==> config.mk <==
export PLATFORM = sky130hd
export DESIGN_NAME = dht_mod_unit
export DESIGN_NICKNAME = d
export VERILOG_FILES = /design/src/design/dht_pkg.sv /design/src/design/dht_mod_unit.sv
export SDC_FILE = /design/constraint.sdc
export NUM_CORES = 1
export LEC_CHECK = 0
export BUFFER_PORTS_ARGS = -buffer_cell sky130_fd_sc_hd__clkbuf_2
export CAP_MARGIN = 20
export CORE_ASPECT_RATIO = 0.5
export CORE_MARGIN = 2
export CORE_UTILIZATION = 45
export CTS_CLUSTER_SIZE = 14
export DETAILED_ROUTE_END_ITERATION = 7
export PLACE_DENSITY_LB_ADDON = 0.25
export SLEW_MARGIN = 10
export SYNTH_ARGS = -nofsm -noshare
export SYNTH_HDL_FRONTEND = slang
export SYNTH_SLANG_ARGS = --single-unit
==> constraint.sdc <==
create_clock -name clk_i -period 2.65 [get_ports clk_i]
set_clock_uncertainty 0.1 [all_clocks]
set_input_delay 0.53 -clock clk_i [delete_from_list [all_inputs] [get_ports clk_i]]
set_output_delay 0.53 -clock clk_i [all_outputs]
set_load 0.02 [all_outputs]
==> src/design/dht_pkg.sv <==
// types and constants of the double hashing table unit
package dht_pkg;

  localparam int KEY_W  = 31;
  localparam int SIZE_W = 11;
  localparam int SLOT_W = 10;
  localparam int KOUT_W = 32;

  localparam int SIZE_MIN = 2;
  localparam int SIZE_RST = 1024;
  localparam int SIZE_CAP = 2 ** SIZE_W - 1;

  typedef enum logic [1:0] {
    FUNC_INSERT = 2'd0,
    FUNC_SEARCH = 2'd1,
    FUNC_REMOVE = 2'd2,
    FUNC_READ   = 2'd3
  } dht_func_e;

  localparam logic [1:0] ST_EMPTY   = 2'd0;
  localparam logic [1:0] ST_FILLED  = 2'd1;
  localparam logic [1:0] ST_REMOVED = 2'd2;

  localparam logic [1:0] RC_OK        = 2'd0;
  localparam logic [1:0] RC_NOT_FOUND = 2'd1;
  localparam logic [1:0] RC_FULL      = 2'd2;

  localparam logic signed [KOUT_W-1:0] KEY_NONE = -32'sd1;

  typedef struct packed {
    dht_func_e             func;
    logic [KEY_W-1:0]      key;
    logic [SLOT_W-1:0]     slot_index;
  } dht_req_t;

  typedef struct packed {
    logic [1:0]                result_code;
    logic [SLOT_W-1:0]         slot;
    logic signed [KOUT_W-1:0]  key_out;
    logic [1:0]                slot_state;
  } dht_rsp_t;

  typedef struct packed {
    logic [1:0]       status;
    logic [KEY_W-1:0] key;
  } dht_entry_t;

  typedef struct packed {
    logic              start;
    logic [KEY_W-1:0]  dividend;
    logic [SIZE_W-1:0] divisor;
  } dht_mod_req_t;

  typedef struct packed {
    logic              done;
    logic [SIZE_W-1:0] rem;
  } dht_mod_rsp_t;

endpackage

==> src/design/dht_mod_unit.sv <==
// bit-serial restoring remainder unit, one key bit per cycle
module dht_mod_unit import dht_pkg::*; (
  input  logic         clk_i,
  input  logic         rst_ni,
  input  dht_mod_req_t req_i,
  output dht_mod_rsp_t rsp_o
);

  localparam int CNT_W = $clog2(KEY_W);

  logic              run_q;
  logic              done_q;
  logic [CNT_W-1:0]  cnt_q;
  logic [KEY_W-1:0]  k_q;
  logic [SIZE_W-1:0] d_q;
  logic [SIZE_W-1:0] r_q;
  logic [SIZE_W:0]   trial;
  logic [SIZE_W-1:0] r_d;

  always_comb begin
    trial = {r_q, k_q[KEY_W-1]};
    if (trial >= {1'b0, d_q}) begin
      r_d = SIZE_W'(trial - {1'b0, d_q});
    end else begin
      r_d = SIZE_W'(trial);
    end
  end

  always_ff @(posedge clk_i or negedge rst_ni) begin
    if (!rst_ni) begin
      run_q  <= 1'b0;
      done_q <= 1'b0;
      cnt_q  <= '0;
    end else begin
      done_q <= 1'b0;
      if (req_i.start) begin
        run_q <= 1'b1;
        cnt_q <= '0;
      end else if (run_q) begin
        cnt_q <= cnt_q + CNT_W'(1);
        if (cnt_q == CNT_W'(KEY_W - 1)) begin
          run_q  <= 1'b0;
          done_q <= 1'b1;
        end
      end
    end
  end

  always_ff @(posedge clk_i) begin
    if (req_i.start) begin
      k_q <= req_i.dividend;
      d_q <= req_i.divisor;
      r_q <= '0;
    end else if (run_q) begin
      k_q <= k_q << 1;
      r_q <= r_d;
    end
  end

  assign rsp_o.done = done_q;
  assign rsp_o.rem  = r_q;

endmodule

==> summary.txt, run 1 <==
H-Tree Depth = 3
Buffers on Ports = 56
Worst IR Drop VDD = 0.397 mV
Critical Path RT = 2780 ps
Post-synth EDFFs = 42
Hold/Removal Path Class = primary input to register
Max clock buf depth = 2
Crit Path Category = register to register
Synthesis Warnings = 0
Relative slew slack = 0.528
Syn Inst Count = 257
Num rows = 21
CP arrival = 2590 ps
Mean post-synth cell area = 11.9 µm²
Pin count of the biggest net entering global routing = 36
Post-layout util = 0.573
Detailed Route WL = 6.01 mm
Slew Limit Fails = 0
Status = complete, no violations
Multi-input logic area = 1320 µm²
CTS Buf Count = 9
First-pass GRT wire length = 10.2 mm
Leakage = 0.00163 µW
Nature of the critical path endpoint = register
Post-DP HPWL = 4.17 mm
Gpl congestion = 0.857
Layout fillers = 581
Number of diodes = 0
Gr usage total = 0.177
DR iter-0 viols = 90
FMAX = 407 MHz
Core Area = 6620 µm²
Clock-pin slew on the worst setup and hold paths = 50 ps
Synth Register Bits = 60
Pwr Density = 941 nW/µm²
Hold slack = 279 ps
Syn Std Cell Area = 3060 µm²
Final Hold Vio Count = 0
CTS tree = yes
I/O pin total = 57
Die H = 62.3 µm
First-pass DRT Iterations = 4
Vias per inst = 5.32
Total power = 3570 µW
Async SR Flop Fraction = 0.117
DP Worst Slack = 169 ps
Sequential share of the synthesized area = 0.542
Routed via count = 2,215
Setup violators final = 0
Setup WS post-layout = 192 ps
Average wire per standard cell = 14.4 µm
Period minus WS final = 2460 ps
Detail Route Antenna Nets = 0
Worst Path Max Fanout = 4
Starting Density = 0.462
Distinct cells, synth = 48
Top_reg_cell synth = edfxtp_1
Initial antenna violation count = 0
Clk_lat worst skew = 320 ps
Clk root buf = clkbuf_16
Synthesized Nets = 316
Sequential cell area = 1660 µm²
Least-Margin Pin Slew = 708 ps
Full die area = 7510 µm²
Area growth from synthesis to layout = 24.0%
Unrepaired setup endpoints after global routing = false
TNS Setup = 0 ps
Final global-route overflow total = 0
Clk sinks = 60
Max-Cap Viols = 0
Vias in the first global route = 2,144
Period utilization = 0.928
Die W = 121 µm
Layout cells sized above 1 = 0.349
Startpoint Class = register
Residual DRC = 0
Final net count = 378
## sequential cells by signal, summed over array words and instances (netlist names)
signal	cells
cnt_q	5
r_q	11
d_q	11
run_q	1
done_q	1
k_q	31
## power breakdown
group | internal (µW) | switching, µW | total (µW)
logic | 481 | 631 | 1110
clock network | 817 | 385 | 1200
registers | 1150 | 107 | 1260
## synthesized netlist by cell type (2+ instances only)
| cell | instances | share of area |
|---|---|---|
| nor3b_1 | 2 | 0.0049 |
| o2111ai_1 | 2 | 0.0057 |
| edfxtp_1 | 42 | 0.41 |
| a311oi_1 | 7 | 0.020 |
| a211o_1 | 2 | 0.0057 |
| and3_1 | 2 | 0.0041 |
| dfxtp_1 | 11 | 0.072 |
| ha_1 | 13 | 0.053 |
| nand3_1 | 8 | 0.013 |
| buf_2 | 2 | 0.0033 |
| clkbuf_1 | 9 | 0.011 |
| o21ai_0 | 13 | 0.021 |
| dfrtp_1 | 7 | 0.057 |
| xor2_1 | 5 | 0.014 |
| mux2_2 | 31 | 0.11 |
| nand2b_1 | 6 | 0.012 |
| inv_1 | 16 | 0.020 |
| a21o_1 | 2 | 0.0049 |
| nor2_1 | 20 | 0.025 |
| a21oi_1 | 9 | 0.015 |
| nor2b_1 | 3 | 0.0061 |
| nand4_1 | 3 | 0.0061 |
| nand2_1 | 9 | 0.011 |
| o32ai_1 | 2 | 0.0057 |
| xnor2_1 | 4 | 0.011 |
| o21a_1 | 2 | 0.0049 |
| a211oi_1 | 4 | 0.0098 |
## placed cells by master (no fill, tap or decap), types with 8 or more instances in the layout
cell / instances
clkbuf_2: 56
edfxtp_1: 42
mux2_2: 31
nor2_1: 20
inv_1: 16
o21ai_0: 13
ha_1: 13
dfxtp_1: 11
nand2_1: 9
clkbuf_16: 9
a21oi_1: 8
nand3_1: 8
## area by class of cell
type                       count  area share
clock buffer                  11      0.0613
tap                           92      0.0303
clock inverter                 5      0.0201
timing repair buffer          63      0.0884
sequential                    60       0.437
inverter                      16      0.0158
multi-input combinational    169       0.348
## metrics by stage
stage / instance area [µm²] / instances
6_report: 3790 / 416
5_1_grt: 3790 / 416
4_1_cts: 3760 / 414
3_5_place_dp: 3440 / 397
3_3_place_gp: 3440 / 397
2_1_floorplan: 3060 / 257
## critical path, cell delays in order (launching register included)
cell and delay [ps]:
edfxtp_1 420, inv_1 80, ha_1 230, nor2b_1 140
o31a_1 310, o21a_1 230, o311ai_0 440, o21ai_0 160
a311oi_1 260
## repair_timing
item                       4_1_cts  5_1_grt
setup endpoints to repair        0        8
gates resized for setup          0        5
hold buffers                     1        0
setup buffers                    0        1
hold endpoints to repair         7        0
## per-layer routing
metal  share of wire  global-route usage  up-vias
li1                -                   -     1092
met5               0                   0        -
met3           0.050              0.0699       11
met4           0.019              0.0640        0
met1            0.47               0.227     1056
met2            0.46               0.271       56
## path summary, 6_finish.rpt
kind                       startpoint  slack, ps        to  depth (start not counted)
hold / removal              req_i[10]        280   d_q[10]                          1
min in group asynchronous      rst_ni        470  cnt_q[3]                          2
setup / recovery               d_q[1]        190    r_q[9]                          8
hold reg to reg                r_q[9]        430    r_q[9]                          2
max in group asynchronous      rst_ni       1810  cnt_q[0]                          2
setup reg to reg               d_q[1]        190    r_q[9]                          8
## logic make-up after synthesis
family	count (synthesis)	share of synthesized area
and+or+nand+nor	59	0.0953
buffers and inverters	29	0.0376
DFF	60	0.542
muxes	32	0.117
xor gates and xnor gates	9	0.0258
AOI/OAI and AO/OA	54	0.123
adders and majority gates	14	0.0597
Note: power is estimated with default switching activity, not from simulation.
==> run 2: changes to the inputs <==
--- a/config.mk
+++ b/config.mk
@@ -5,13 +5,16 @@
 export SDC_FILE = /design/constraint.sdc
 export NUM_CORES = 1
 export LEC_CHECK = 0
+export ABC_AREA = 1
 export BUFFER_PORTS_ARGS = -buffer_cell sky130_fd_sc_hd__clkbuf_2
 export CAP_MARGIN = 20
 export CORE_ASPECT_RATIO = 0.5
 export CORE_MARGIN = 2
 export CORE_UTILIZATION = 45
+export CTS_CLUSTER_DIAMETER = 40
 export CTS_CLUSTER_SIZE = 14
 export DETAILED_ROUTE_END_ITERATION = 7
+export GPL_TIMING_DRIVEN = 0
 export PLACE_DENSITY_LB_ADDON = 0.25
 export SLEW_MARGIN = 10
 export SYNTH_ARGS = -nofsm -noshare
==> summary.txt, run 2 <==
TNS Setup = 0 ps
Critical Path RT = 2500 ps
Regs by FF count = k_q: 31 flops, d_q: 11 flops, r_q: 11 flops
Unrepaired setup endpoints after global routing = false
Reg2reg end = r_q[4]
Max-Cap Viols = 0
GR met2 Demand/Resource = 0.319
Period minus WS final = 2140 ps
Startpoint Class = primary input
Clk_lat worst skew = 330 ps
Largest register by flop count = k_q
Cell family with most CP delay = buffers and inverters
Number of flip-flops under the largest register name = 31
Setup WS post-layout = 506 ps
Period utilization = 0.809
Synthesized Nets = 455
Vias per inst = 4.76
Synth Register Bits = 60
Layout cells sized above 1 = 0.194
Initial antenna violation count = 0
Synth cell count leaders = nand2_1, inv_1, edfxtp_1, nand3_1, nand4_1
DR iter-0 viols = 158
Core Area = 6810 µm²
Full die area = 7910 µm²
Top_reg_cell synth = edfxtp_1
CTS tree = yes
Clock-pin slew on the worst setup and hold paths = 50 ps
Nature of the critical path endpoint = register
Post-layout util = 0.575
Post-synth EDFFs = 42
Gpl congestion = 0.872
Synthesis Warnings = 0
Pwr Density = 942 nW/µm²
Reg2reg setup slack = 510 ps
Cell chain of the critical path = clkbuf_2 -> buf_2 -> nor2_1 -> inv_2
Starting Density = 0.474
Hold slack = 277 ps
Slew Limit Fails = 0
Clk sinks = 60
Final net count = 523
FMAX = 466 MHz
Hold EP = d_q[1]
Hold/Removal Path Class = primary input to register
First-pass DRT Iterations = 4
Async SR Flop Fraction = 0.117
Setup Buffers After CTS = 0
Max clock buf depth = 2
Largest stage delay, worst path = 490 ps
Leakage = 0.00207 µW
CTS Buf Count = 9
Detail Route Antenna Nets = 0
Post-DP HPWL = 4.76 mm
DP Worst Slack = 89.7 ps
Commonest non-fill, non-tap cell in the layout = nand2_1
Least-Margin Pin Slew = 756 ps
Detailed Route WL = 6.70 mm
Area leader, netlist = edfxtp_1
Area growth from synthesis to layout = 21.1%
Reg-to-Reg Start = k_q[30]
Pin count of the biggest net entering global routing = 37
Vias in the first global route = 2,683
CP arrival = 2000 ps
Reg2reg path depth = 12
Syn Inst Count = 396
Crit Path Category = primary input to register
Mean post-synth cell area = 8.15 µm²
Routed via count = 2,672
Num rows = 21
Hold Path Origin = req_i[1]
Final global-route overflow total = 0
CP max-delay cell = nor2_1
Gr usage total = 0.191
Status = complete, no violations
I/O pin total = 57
Buffers on Ports = 56
First-pass GRT wire length = 11.6 mm
Share of the synthesized area in the top cell type = 0.391
Average wire per standard cell = 11.9 µm
Residual DRC = 0
Met3 GRT Util = 0.0589
Setup violators final = 0
Syn Std Cell Area = 3230 µm²
Clk root buf = clkbuf_16
Die H = 63.9 µm
Most frequent cells in the layout = nand2_1, inv_1, clkbuf_2, edfxtp_1, nand3_1
Cells on Worst Hold Path = 1
Critical path buffer and inverter count = 3
Distinct cells, synth = 28
Relative slew slack = 0.496
Total power = 3680 µW
Sequential share of the synthesized area = 0.513
Dominant cell by count in the synthesized netlist = nand2_1
Number of diodes = 0
H-Tree Depth = 3
M1 GR Usage = 0.239
Worst Path Max Fanout = 36
GRT busiest layer = met2
Die W = 124 µm
Worst IR Drop VDD = 0.407 mV
Final Hold Vio Count = 0
Top post-synthesis cells by area = edfxtp_1, nand2_1, dfxtp_1
-- run 2: changes by cell type after synthesis, moves of 10 or more --
| cell | change |
|---|---|
| inv_1 | +42 |
| mux2_2 | -31 |
| nand2_1 | +158 |
| nand3_1 | +17 |
| nand4_1 | +11 |
| nor2_1 | -10 |
| o21ai_0 | -11 |
-- run 2: worst max path at each step --
stage,endpoint,start,cells past startpoint
finish,k_q[29],req_i[42],4
global placement,k_q[14],req_i[42],4
global route,r_q[0],req_i[42],5
detailed placement,k_q[14],req_i[42],4
floorplan,k_q[0],req_i[42],3
CTS,k_q[25],req_i[42],4
-- run 2: logic make-up (layout without fill, tap and decap cells) --
logic type                 after synthesis  in the layout  share of synthesized area
and+or+nand+nor                        230            230                      0.302
AOI/OAI and AO/OA                       16             16                     0.0267
buffers and inverters                   73            146                     0.0930
xor gates and xnor gates                 3              3                    0.00814
DFF                                     60             60                      0.513
adders and majority gates               14             14                     0.0566
-- run 2: timing repair --
| action | 4_1_cts | 5_1_grt |
|---|---|---|
| gates resized for setup | 0 | 0 |
| hold endpoints to repair | 7 | 0 |
| hold buffers | 1 | 0 |
-- run 2: layer usage --
layer	part of all wire	vias up
li1	-	1394
met1	0.47	1223
met2	0.47	49
met3	0.050	6
met4	0.0066	0
met5	0	-
-- run 2: cell type report --
type / instances / area, µm²
clock buffer: 9 / 225
sequential: 60 / 1660
multi-input combinational: 263 / 1270
fill: 629 / 2900
inverter: 60 / 225
clock inverter: 7 / 51.3
buffer: 13 / 75.1
timing repair buffer: 57 / 290
tap: 92 / 115
-- run 2: stage by stage --
step / area (µm²) / instances
global placement: 3620 / 544
global route: 3910 / 561
floorplan: 3230 / 396
CTS: 3910 / 561
detailed placement: 3620 / 544
finish: 3910 / 561
-- run 2: worst register-to-register path: cells and delay by family, from the launching register on --
kind	cells	cell delay [ps]
AND/OR/NAND/NOR	6	540
buffers and inverters	3	320
AO/OA/AOI/OAI	1	80
flip-flops	1	330
adder cells (fa/ha/maj)	2	650
-- run 2: where the power goes --
part / total, µW / switching (µW) / internal, µW
registers: 1240 / 89.2 / 1150
clock network: 1080 / 444 / 635
logic: 1360 / 840 / 524
